==> src/rtl/stb_pkg.sv <==
// Shared types and constants for the software timer bank.
// Holds the command record passed from front to back and the result codes.
// No dependencies.
package stb_pkg;

  localparam int MODE_W     = 3;
  localparam int ID_W       = 8;
  localparam int MS_W       = 24;
  localparam int PERIOD_W   = 22;
  localparam int TIME_W     = 32;
  localparam int STATUS_W   = 2;
  localparam int SDATA_W    = 40;
  localparam int MDATA_W    = 16;

  localparam int MAX_RESULTS = 16;
  localparam int CNT_W       = $clog2(MAX_RESULTS + 1);
  localparam int QUEUE_DEPTH = 4;

  // floor(ms * 160 / 1000) = floor((ms * 4) / 25), done as a multiply by
  // ceil(2^31 / 25) and a shift; exact for every 26-bit dividend.
  localparam int                 X_W      = MS_W + 2;
  localparam int                 RECIP_W  = 27;
  localparam int                 RECIP_SH = 31;
  localparam logic [RECIP_W-1:0] RECIP_M  = 27'd85899346;
  localparam int                 PROD_W   = X_W + RECIP_W;

  typedef enum logic [MODE_W-1:0] {
    K_TICK   = 3'd0,
    K_ADD    = 3'd1,
    K_START  = 3'd2,
    K_STOP   = 3'd3,
    K_DELETE = 3'd4
  } kind_t;

  typedef enum logic [STATUS_W-1:0] {
    ST_OK     = 2'd0,
    ST_FULL   = 2'd1,
    ST_BAD_ID = 2'd2
  } status_t;

  typedef struct packed {
    kind_t                kind;
    logic [ID_W-1:0]      id;
    logic [PERIOD_W-1:0]  period;
    logic                 one_shot;
  } cmd_t;

  typedef struct packed {
    logic                 one_shot;
    logic [PERIOD_W-1:0]  period;
  } slot_cfg_t;

  localparam int CFG_W = $bits(slot_cfg_t);
  localparam int CMD_W = $bits(cmd_t);

endpackage

==> src/rtl/stb_ram.sv <==
// Generic single-write, single-read RAM with a registered read port.
// Used for the per-slot timing tables. No dependencies.
module stb_ram #(
  parameter int WIDTH = 8,
  parameter int DEPTH = 16
) (
  input  logic                                  clk,
  input  logic                                  we,
  input  logic [(DEPTH > 1 ? $clog2(DEPTH) : 1)-1:0] waddr,
  input  logic [WIDTH-1:0]                      wdata,
  input  logic [(DEPTH > 1 ? $clog2(DEPTH) : 1)-1:0] raddr,
  output logic [WIDTH-1:0]                      rdata
);

  logic [WIDTH-1:0] mem [DEPTH];

  always_ff @(posedge clk) begin
    if (we) begin
      mem[waddr] <= wdata;
    end
    rdata <= mem[raddr];
  end

endmodule

==> src/rtl/stb_front.sv <==
// Front end: takes requests, drops unused modes and converts the add period
// from milliseconds to ticks. Depends on stb_pkg.
module stb_front
  import stb_pkg::*;
(
  input  logic               s_tvalid,
  output logic               s_tready,
  input  logic [SDATA_W-1:0] s_tdata,
  input  logic [MODE_W-1:0]  s_tuser,
  input  logic               q_full,
  output logic               q_push,
  output cmd_t               q_cmd
);

  logic [MS_W-1:0]   ms;
  logic [PROD_W-1:0] prod;
  logic              mode_ok;

  always_comb begin
    ms      = s_tdata[ID_W +: MS_W];
    prod    = PROD_W'({ms, 2'b00}) * PROD_W'(RECIP_M);
    mode_ok = s_tuser <= MODE_W'(K_DELETE);

    q_cmd.kind     = kind_t'(s_tuser);
    q_cmd.id       = s_tdata[ID_W-1:0];
    q_cmd.period   = prod[RECIP_SH +: PERIOD_W];
    q_cmd.one_shot = s_tdata[ID_W + MS_W];

    s_tready = !q_full;
    q_push   = s_tvalid && !q_full && mode_ok;
  end

endmodule

==> src/rtl/stb_queue.sv <==
// Short command queue between the front end and the timer engine.
// Depends on stb_pkg.
module stb_queue
  import stb_pkg::*;
#(
  parameter int DEPTH = 4
) (
  input  logic clk,
  input  logic rst,
  input  logic push,
  input  cmd_t push_cmd,
  output logic full,
  input  logic pop,
  output cmd_t pop_cmd,
  output logic empty
);

  localparam int AW = (DEPTH > 1) ? $clog2(DEPTH) : 1;

  cmd_t            entry [DEPTH];
  logic [AW-1:0]   wr_ptr;
  logic [AW-1:0]   rd_ptr;
  logic [AW:0]     count;

  assign full    = count == (AW + 1)'(DEPTH);
  assign empty   = count == '0;
  assign pop_cmd = entry[rd_ptr];

  always_ff @(posedge clk) begin
    if (rst) begin
      wr_ptr <= '0;
      rd_ptr <= '0;
      count  <= '0;
    end else begin
      if (push) begin
        entry[wr_ptr] <= push_cmd;
        wr_ptr <= (wr_ptr == AW'(DEPTH - 1)) ? '0 : wr_ptr + AW'(1);
      end
      if (pop) begin
        rd_ptr <= (rd_ptr == AW'(DEPTH - 1)) ? '0 : rd_ptr + AW'(1);
      end
      if (push && !pop) begin
        count <= count + (AW + 1)'(1);
      end else if (pop && !push) begin
        count <= count - (AW + 1)'(1);
      end
    end
  end

endmodule

==> src/rtl/stb_back.sv <==
// Timer engine (needs stb_pkg, stb_ram): holds the tick counter and slot flags,
// scans the slot table one slot a cycle unless output stalls, drives results.
module stb_back
  import stb_pkg::*;
#(
  parameter int NUM_TIMERS = 16
) (
  input  logic               clk,
  input  logic               rst,
  input  logic               q_empty,
  input  cmd_t               q_cmd,
  output logic               q_pop,
  output logic               m_tvalid,
  input  logic               m_tready,
  output logic [MDATA_W-1:0] m_tdata,
  output logic               m_tuser,
  output logic               m_tlast
);

  localparam int IW = (NUM_TIMERS > 1) ? $clog2(NUM_TIMERS) : 1;

  typedef enum logic [4:0] {
    S_IDLE  = 5'b00001,
    S_SCAN  = 5'b00010,
    S_FLUSH = 5'b00100,
    S_FIND  = 5'b01000,
    S_CMD   = 5'b10000
  } state_t;

  state_t                state;
  state_t                state_next;
  cmd_t                  cmd;
  logic [IW-1:0]         idx;
  logic [IW-1:0]         idx_next;
  logic [TIME_W-1:0]     now;
  logic [NUM_TIMERS-1:0] in_use;
  logic [NUM_TIMERS-1:0] running;
  logic                  pend_valid;
  logic [IW-1:0]         pend_slot;
  logic [CNT_W-1:0]      fire_cnt;
  logic [ID_W-1:0]       out_slot;
  status_t               out_status;

  logic [TIME_W-1:0]     st_rd;
  slot_cfg_t             cfg_rd;
  slot_cfg_t             cfg_wr;
  logic                  time_we;
  logic [IW-1:0]         time_waddr;
  logic                  cfg_we;

  logic                  out_free;
  logic                  out_load;
  logic                  idx_last;
  logic                  cur_hit;
  logic                  scan_go;
  logic                  scan_fire;
  logic                  scan_done;
  logic                  flush_out;
  logic                  find_free;
  logic                  find_end;
  logic                  cmd_go;
  logic                  id_ok;
  logic [IW-1:0]         id_idx;

  always_comb begin
    out_free  = !m_tvalid || m_tready;
    idx_last  = idx == IW'(NUM_TIMERS - 1);
    cur_hit   = in_use[idx] && running[idx] &&
                ((now - st_rd) >= TIME_W'(cfg_rd.period));
    scan_go   = (state == S_SCAN) && (!cur_hit || !pend_valid || out_free);
    scan_fire = scan_go && cur_hit;
    scan_done = scan_go &&
                (idx_last || (cur_hit && fire_cnt == CNT_W'(MAX_RESULTS - 1)));
    flush_out = (state == S_FLUSH) && pend_valid && out_free;
    find_free = !in_use[idx];
    find_end  = (state == S_FIND) && (find_free || idx_last) && out_free;
    cmd_go    = (state == S_CMD) && out_free;
    out_load  = (scan_fire && pend_valid) || flush_out || find_end || cmd_go;
    id_ok     = {1'b0, cmd.id} < (ID_W + 1)'(NUM_TIMERS);
    id_idx    = cmd.id[IW-1:0];
    q_pop     = (state == S_IDLE) && !q_empty;

    cfg_wr.one_shot = cmd.one_shot;
    cfg_wr.period   = cmd.period;
    cfg_we          = find_end && find_free;
    time_we         = (scan_fire && !cfg_rd.one_shot) || cfg_we ||
                      (cmd_go && id_ok && cmd.kind == K_START);
    time_waddr      = (state == S_CMD) ? id_idx : idx;

    state_next = state;
    idx_next   = idx;
    unique case (state)
      S_IDLE: begin
        idx_next = '0;
        if (q_pop) begin
          unique case (q_cmd.kind)
            K_TICK:  state_next = S_SCAN;
            K_ADD:   state_next = S_FIND;
            default: state_next = S_CMD;
          endcase
        end
      end
      S_SCAN: begin
        if (scan_done) begin
          state_next = S_FLUSH;
        end else if (scan_go) begin
          idx_next = idx + IW'(1);
        end
      end
      S_FLUSH: begin
        if (!pend_valid || out_free) begin
          state_next = S_IDLE;
        end
      end
      S_FIND: begin
        if (find_end) begin
          state_next = S_IDLE;
        end else if (!find_free && !idx_last) begin
          idx_next = idx + IW'(1);
        end
      end
      S_CMD: begin
        if (cmd_go) begin
          state_next = S_IDLE;
        end
      end
      default: state_next = S_IDLE;
    endcase
  end

  stb_ram #(
    .WIDTH (TIME_W),
    .DEPTH (NUM_TIMERS)
  ) u_time_ram (
    .clk   (clk),
    .we    (time_we),
    .waddr (time_waddr),
    .wdata (now),
    .raddr (idx_next),
    .rdata (st_rd)
  );

  stb_ram #(
    .WIDTH (CFG_W),
    .DEPTH (NUM_TIMERS)
  ) u_cfg_ram (
    .clk   (clk),
    .we    (cfg_we),
    .waddr (idx),
    .wdata (cfg_wr),
    .raddr (idx_next),
    .rdata (cfg_rd)
  );

  assign m_tdata = {(MDATA_W - ID_W - STATUS_W)'(0), out_status, out_slot};

  always_ff @(posedge clk) begin
    if (rst) begin
      state      <= S_IDLE;
      idx        <= '0;
      now        <= TIME_W'(1);
      in_use     <= '0;
      running    <= '0;
      pend_valid <= 1'b0;
      fire_cnt   <= '0;
      m_tvalid   <= 1'b0;
    end else begin
      state    <= state_next;
      idx      <= idx_next;
      m_tvalid <= out_load || (m_tvalid && !m_tready);

      if (q_pop) begin
        cmd      <= q_cmd;
        fire_cnt <= '0;
        if (q_cmd.kind == K_TICK) begin
          now <= now + TIME_W'(1);
        end
      end

      if (scan_fire) begin
        if (pend_valid) begin
          out_slot   <= ID_W'(pend_slot);
          out_status <= ST_OK;
          m_tuser    <= 1'b1;
          m_tlast    <= 1'b0;
        end
        pend_valid <= 1'b1;
        pend_slot  <= idx;
        fire_cnt   <= fire_cnt + CNT_W'(1);
        if (cfg_rd.one_shot) begin
          running[idx] <= 1'b0;
        end
      end

      if (flush_out) begin
        out_slot   <= ID_W'(pend_slot);
        out_status <= ST_OK;
        m_tuser    <= 1'b1;
        m_tlast    <= 1'b1;
        pend_valid <= 1'b0;
      end

      if (find_end) begin
        m_tuser  <= 1'b0;
        m_tlast  <= 1'b1;
        if (find_free) begin
          out_slot     <= ID_W'(idx);
          out_status   <= ST_OK;
          in_use[idx]  <= 1'b1;
          running[idx] <= 1'b1;
        end else begin
          out_slot   <= '0;
          out_status <= ST_FULL;
        end
      end

      if (cmd_go) begin
        out_slot   <= cmd.id;
        out_status <= id_ok ? ST_OK : ST_BAD_ID;
        m_tuser    <= 1'b0;
        m_tlast    <= 1'b1;
        if (id_ok) begin
          unique case (cmd.kind)
            K_START:  running[id_idx] <= 1'b1;
            K_STOP:   running[id_idx] <= 1'b0;
            K_DELETE: in_use[id_idx]  <= 1'b0;
            default: ;
          endcase
        end
      end
    end
  end

endmodule

==> src/rtl/software_timer_bank.sv <==
// Software timer bank: a table of periodic and one-shot timers driven by ticks.
// Top level; depends on stb_pkg, stb_front, stb_queue, stb_back, stb_ram.
// Requests arrive on the s_ channel: s_tuser carries the mode (tick, add,
// start, stop, delete), s_tdata the slot id, the period in ms and the
// one-shot flag. Results leave on the m_ channel: m_tdata holds the slot and
// status, m_tuser is high for a timer expiry and m_tlast marks the final
// result of a request. A tick gives one result per expired slot, at most 16,
// and none when nothing expires; every other valid request gives one result.
// Requests are taken while the four-entry queue has room, so the sender
// runs ahead of the engine. The engine handles one request at a time.
// A tick scans the slot table, reading one table entry a cycle unless a
// stalled result holds the scan; an add searches for the lowest free slot.
// Tick results trail the scan by one fired slot: each is sent when the next
// expired slot is found, and the last one once the scan ends.
// When the receiver stalls, the result register holds its item and the
// engine waits; the queue then fills and s_tready drops.
// Reset clears the queue, the slot flags and the result register and sets the
// tick counter to one; the slot tables need no clearing.
module software_timer_bank
  import stb_pkg::*;
#(
  parameter int NUM_TIMERS = 16
) (
  input  logic               clk,
  input  logic               rst,
  input  logic               s_tvalid,
  output logic               s_tready,
  input  logic [SDATA_W-1:0] s_tdata,   // timer_id, period_ms, single_shot
  input  logic [MODE_W-1:0]  s_tuser,   // mode
  output logic               m_tvalid,
  input  logic               m_tready,
  output logic [MDATA_W-1:0] m_tdata,   // slot, status
  output logic               m_tuser,   // fired
  output logic               m_tlast
);

  logic q_push;
  logic q_full;
  logic q_pop;
  logic q_empty;
  cmd_t push_cmd;
  cmd_t pop_cmd;

  stb_front u_front (
    .s_tvalid (s_tvalid),
    .s_tready (s_tready),
    .s_tdata  (s_tdata),
    .s_tuser  (s_tuser),
    .q_full   (q_full),
    .q_push   (q_push),
    .q_cmd    (push_cmd)
  );

  stb_queue #(
    .DEPTH (QUEUE_DEPTH)
  ) u_queue (
    .clk      (clk),
    .rst      (rst),
    .push     (q_push),
    .push_cmd (push_cmd),
    .full     (q_full),
    .pop      (q_pop),
    .pop_cmd  (pop_cmd),
    .empty    (q_empty)
  );

  stb_back #(
    .NUM_TIMERS (NUM_TIMERS)
  ) u_back (
    .clk      (clk),
    .rst      (rst),
    .q_empty  (q_empty),
    .q_cmd    (pop_cmd),
    .q_pop    (q_pop),
    .m_tvalid (m_tvalid),
    .m_tready (m_tready),
    .m_tdata  (m_tdata),
    .m_tuser  (m_tuser),
    .m_tlast  (m_tlast)
  );

endmodule

==> config.mk <==
export PLATFORM = sky130hd
export DESIGN_NAME = software_timer_bank
export DESIGN_NICKNAME = d
export VERILOG_FILES = /design/src/rtl/stb_pkg.sv /design/src/rtl/stb_ram.sv /design/src/rtl/stb_front.sv /design/src/rtl/stb_queue.sv /design/src/rtl/stb_back.sv /design/src/rtl/software_timer_bank.sv
export SDC_FILE = /design/constraint.sdc
export NUM_CORES = 2
export LEC_CHECK = 0
export ABC_CLOCK_PERIOD_IN_PS = 15500
export BUFFER_PORTS_ARGS = -buffer_cell sky130_fd_sc_hd__buf_2
export CORE_MARGIN = 1
export CORE_UTILIZATION = 54
export CTS_CLUSTER_DIAMETER = 50
export CTS_CLUSTER_SIZE = 12
export DETAILED_ROUTE_END_ITERATION = 8
export PLACE_DENSITY = 0.7
export SYNTH_ARGS = -nofsm -noshare
export SYNTH_HDL_FRONTEND = slang
export SYNTH_HIERARCHICAL = 1
export SYNTH_SLANG_ARGS = --single-unit
==> constraint.sdc <==
create_clock -name clk -period 15.5 [get_ports clk]
set_clock_uncertainty 0.05 [all_clocks]
set_input_delay 0.775 -clock clk [delete_from_list [all_inputs] [get_ports clk]]
set_output_delay 0.775 -clock clk [all_outputs]
set_load 0.02 [all_outputs]
==> flow_summary.json <==
{
  "avgViaCountPerCell": 5.96,
  "final_layout_size_suffix_gt1_frac": 0.159,
  "initialDrtViolationCount": 2741,
  "yosysSeqAreaShare": 0.602,
  "clk_latency_ns": 0.71,
  "postLayoutSetupSlackWorst_ns": 7.03,
  "max-vdd-ir-drop_v": 0.000300,
  "final_cells": 5214,
  "ios": 67,
  "yosys_register_bits": 1210,
  "r2r_slack_ns": 7.03,
  "setup_tns_ns": 0,
  "crit_type": "flop to flop",
  "post-route-period-util": 0.547,
  "die_w_um": 330,
  "max_freq_ghz": 0.118,
  "worst_r2r_path_depth": 27,
  "gp_congestion": 0.901,
  "p_per_area_nw_per_um2": 185,
  "status": "finished, final reports clean",
  "worst_setup_path_end_kind": "flop",
  "cts_hold_buf": 0,
  "hold_viol_final": 0,
  "tightest_slew_ns": 1.19,
  "area_growth_pct": 9.51,
  "layout_common_cells": "edfxtp_1 (1066), inv_1 (388), ha_1 (317), mux4_2 (259), fa_1 (204)",
  "critPathLaunchType": "flop",
  "place_area_um2": 59900,
  "synth_area_um2": 57900,
  "start_util": 0.547,
  "arrival_ns": 8.99,
  "fin_crit_ns": 8.47,
  "cts_resized": 0,
  "synthFlopType": "edfxtp_1",
  "portBuffers": 53,
  "dpl.cell_count": 4992,
  "min_from": "s_tdata[4]",
  "chipHeight_um": 330,
  "synthCells": 3628,
  "cts_root_buf": "clkbuf_16",
  "critPathRequiredTime_ns": 16.02,
  "clk_pin_slew_ns": 0.06,
  "relSlewSlack": 0.204,
  "clock-sinks": 1210,
  "synth-edff-count": 1066,
  "power_frac_clock": 0.227,
  "avgSynthCellArea_um2": 16.0,
  "ys_top_cells_by_area": "edfxtp_1 (55%), mux4_2 (10%), fa_1 (7.0%), ha_1 (6.8%), dfxtp_1 (5.0%)",
  "htreeDepth": 3,
  "grt_setup_unrepaired": "no",
  "hold_path_depth": 1,
  "seq_area_um2": 34900,
  "setup_violations": 0,
  "mostFrequentLayoutCell": "edfxtp_1",
  "multi_input_area_um2": 21000,
  "min_to": "u_queue/entry[2][27]",
  "p_comb_frac": 0.396,
  "slowest_stage": "buf_4",
  "wire_per_inst_um": 24.3,
  "route.detailed.drc": 0,
  "switching_power_uw": 4150,
  "cp_slowest_stage_delay_ns": 0.87,
  "rows": 119,
  "yosysTopAreaCellShare": 0.552,
  "die_area_um2": 109000,
  "cts_setup_buffers": 0,
  "vias": 31100,
  "nets": 4287,
  "overflow": 0,
  "yosys.area.top_type": "edfxtp_1",
  "p_int_uw": 7570,
  "numCtsBuffers": 116,
  "preCtsSetupSlack_ns": 7.07,
  "track_usage": 0.238,
  "grt_pass1_vias": 31500,
  "fillers": 7840,
  "dp_hpwl_mm": 77.5,
  "maxCapViolCount": 0,
  "fin_area_um2": 63400,
  "cts.path.max_buffers": 3,
  "yosysUniqueCellTypes": 94,
  "cp_max_fo": 48,
  "tritoncts": "done",
  "antenna_found_initial": 1,
  "ys_warn_count": 6,
  "design.core.area_um2": 106000,
  "worstHoldPathType": "primary input to flop",
  "sw_frac_of_total": 0.354,
  "leakagePower_uw": 0.0228,
  "grt_max_degree": 144,
  "drt_wl_total_mm": 127,
  "seqPwrFrac": 0.378,
  "total_power_uw": 11700,
  "antenna_left": 0,
  "async_reset_ff_frac": 0,
  "grt_pass1_wl_mm": 191,
  "r2r-end": "u_back/u_time_ram/rdata[8]",
  "r2r-start": "u_back/now[0]",
  "drt-pass1-iter-count": 7,
  "drv_slew": 0
}
## state kept, by name, summed over array words and instances (netlist names), 2 cells and up, named ones only
register and flops:
u_back/now 32, u_back/idx 4, u_back/u_cfg_ram/rdata 23, u_queue/count 3, u_back/out_slot 8, u_back/out_status 2, u_back/cfg_wr 23, u_queue/entry 136
u_back/u_time_ram/rdata 32, u_back/in_use 16, u_back/state 5, u_back/u_cfg_ram/mem 368, u_back/u_time_ram/mem 512, u_queue/wr_ptr 2, u_back/fire_cnt 5, u_queue/rd_ptr 2
u_back/running 16, u_back/cmd 11, u_back/pend_slot 4
## through the flow
step	util	hold slack (ns)
after global routing	0.599	0.203
after detailed placement	0.566	0.443
after floorplan	-	0.402
after global placement	0.566	0.427
after CTS	0.599	0.188
final	0.599	0.228
## cell type report
cell class / count / area share
Antenna cell: 1 / 0.0000394
Tap cell: 1391 / 0.0274
Sequential cell: 1210 / 0.550
Timing Repair Buffer: 114 / 0.0118
Clock buffer: 201 / 0.0511
Inverter: 388 / 0.0230
Clock inverter: 20 / 0.00523
Multi-Input combinational cell: 1889 / 0.331
## worst max path at each step
stage	start	end	slack, ns
after floorplan	u_back/now[0]	u_back/u_time_ram/mem[0][0]	8.15
after global placement	u_back/now[0]	u_back/u_time_ram/rdata[17]	7.19
after detailed placement	u_back/now[0]	u_back/u_time_ram/rdata[17]	7.07
after CTS	u_back/now[0]	u_back/u_time_ram/rdata[8]	7.00
after global routing	u_back/now[0]	u_back/u_time_ram/rdata[8]	6.41
final	u_back/now[0]	u_back/u_time_ram/rdata[8]	7.03
## synthesized netlist by cell type, types with 35 or more instances
cell type / number
o21ai_0: 56
edfxtp_1: 1066
a211oi_1: 38
mux4_2: 259
a31oi_1: 35
a22oi_1: 115
xnor2_1: 36
buf_4: 35
dfxtp_1: 144
xor2_1: 41
nand2_1: 153
ha_1: 317
inv_1: 388
a21oi_1: 135
nor3_1: 38
nor2_1: 119
clkbuf_1: 61
fa_1: 204
nand3_1: 38
## power groups by stage
stage               Clock (uW)  Sequential (uW)  Combinational (uW)
floorplan                    0             4430                3520
global placement             0             4480                4550
detailed placement           0             4490                4620
CTS                       2700             4430                4670
global route              2820             4450                5220
finish                    2650             4430                4640
## layer usage
layer / part of all wire / GRT usage
met3: 0.075 / 0.0435
met4: 0.023 / 0.0637
met1: 0.42 / 0.332
met2: 0.48 / 0.387
met5: 0 / 0
## cells by family after synthesis
group | Yosys count | share of synthesized area
compound gates | 508 | 0.0597
xor+xnor | 77 | 0.0116
fa+ha+maj | 521 | 0.139
buf+inv | 534 | 0.0394
flops | 1210 | 0.602
mux | 277 | 0.105
other cells | 1 | 0.0000647
simple gates | 500 | 0.0426
## worst max-delay path: cells and delay by family (launching register included)
family          cells  cell delay, ns
buf+inv             4            1.81
xor+xnor            1            0.16
simple gates        7            1.60
mux                 1            0.62
flops               1            0.55
fa+ha+maj           3            0.77
compound gates     11            2.66
No activity file was read; power rests on OpenSTA's default activity.
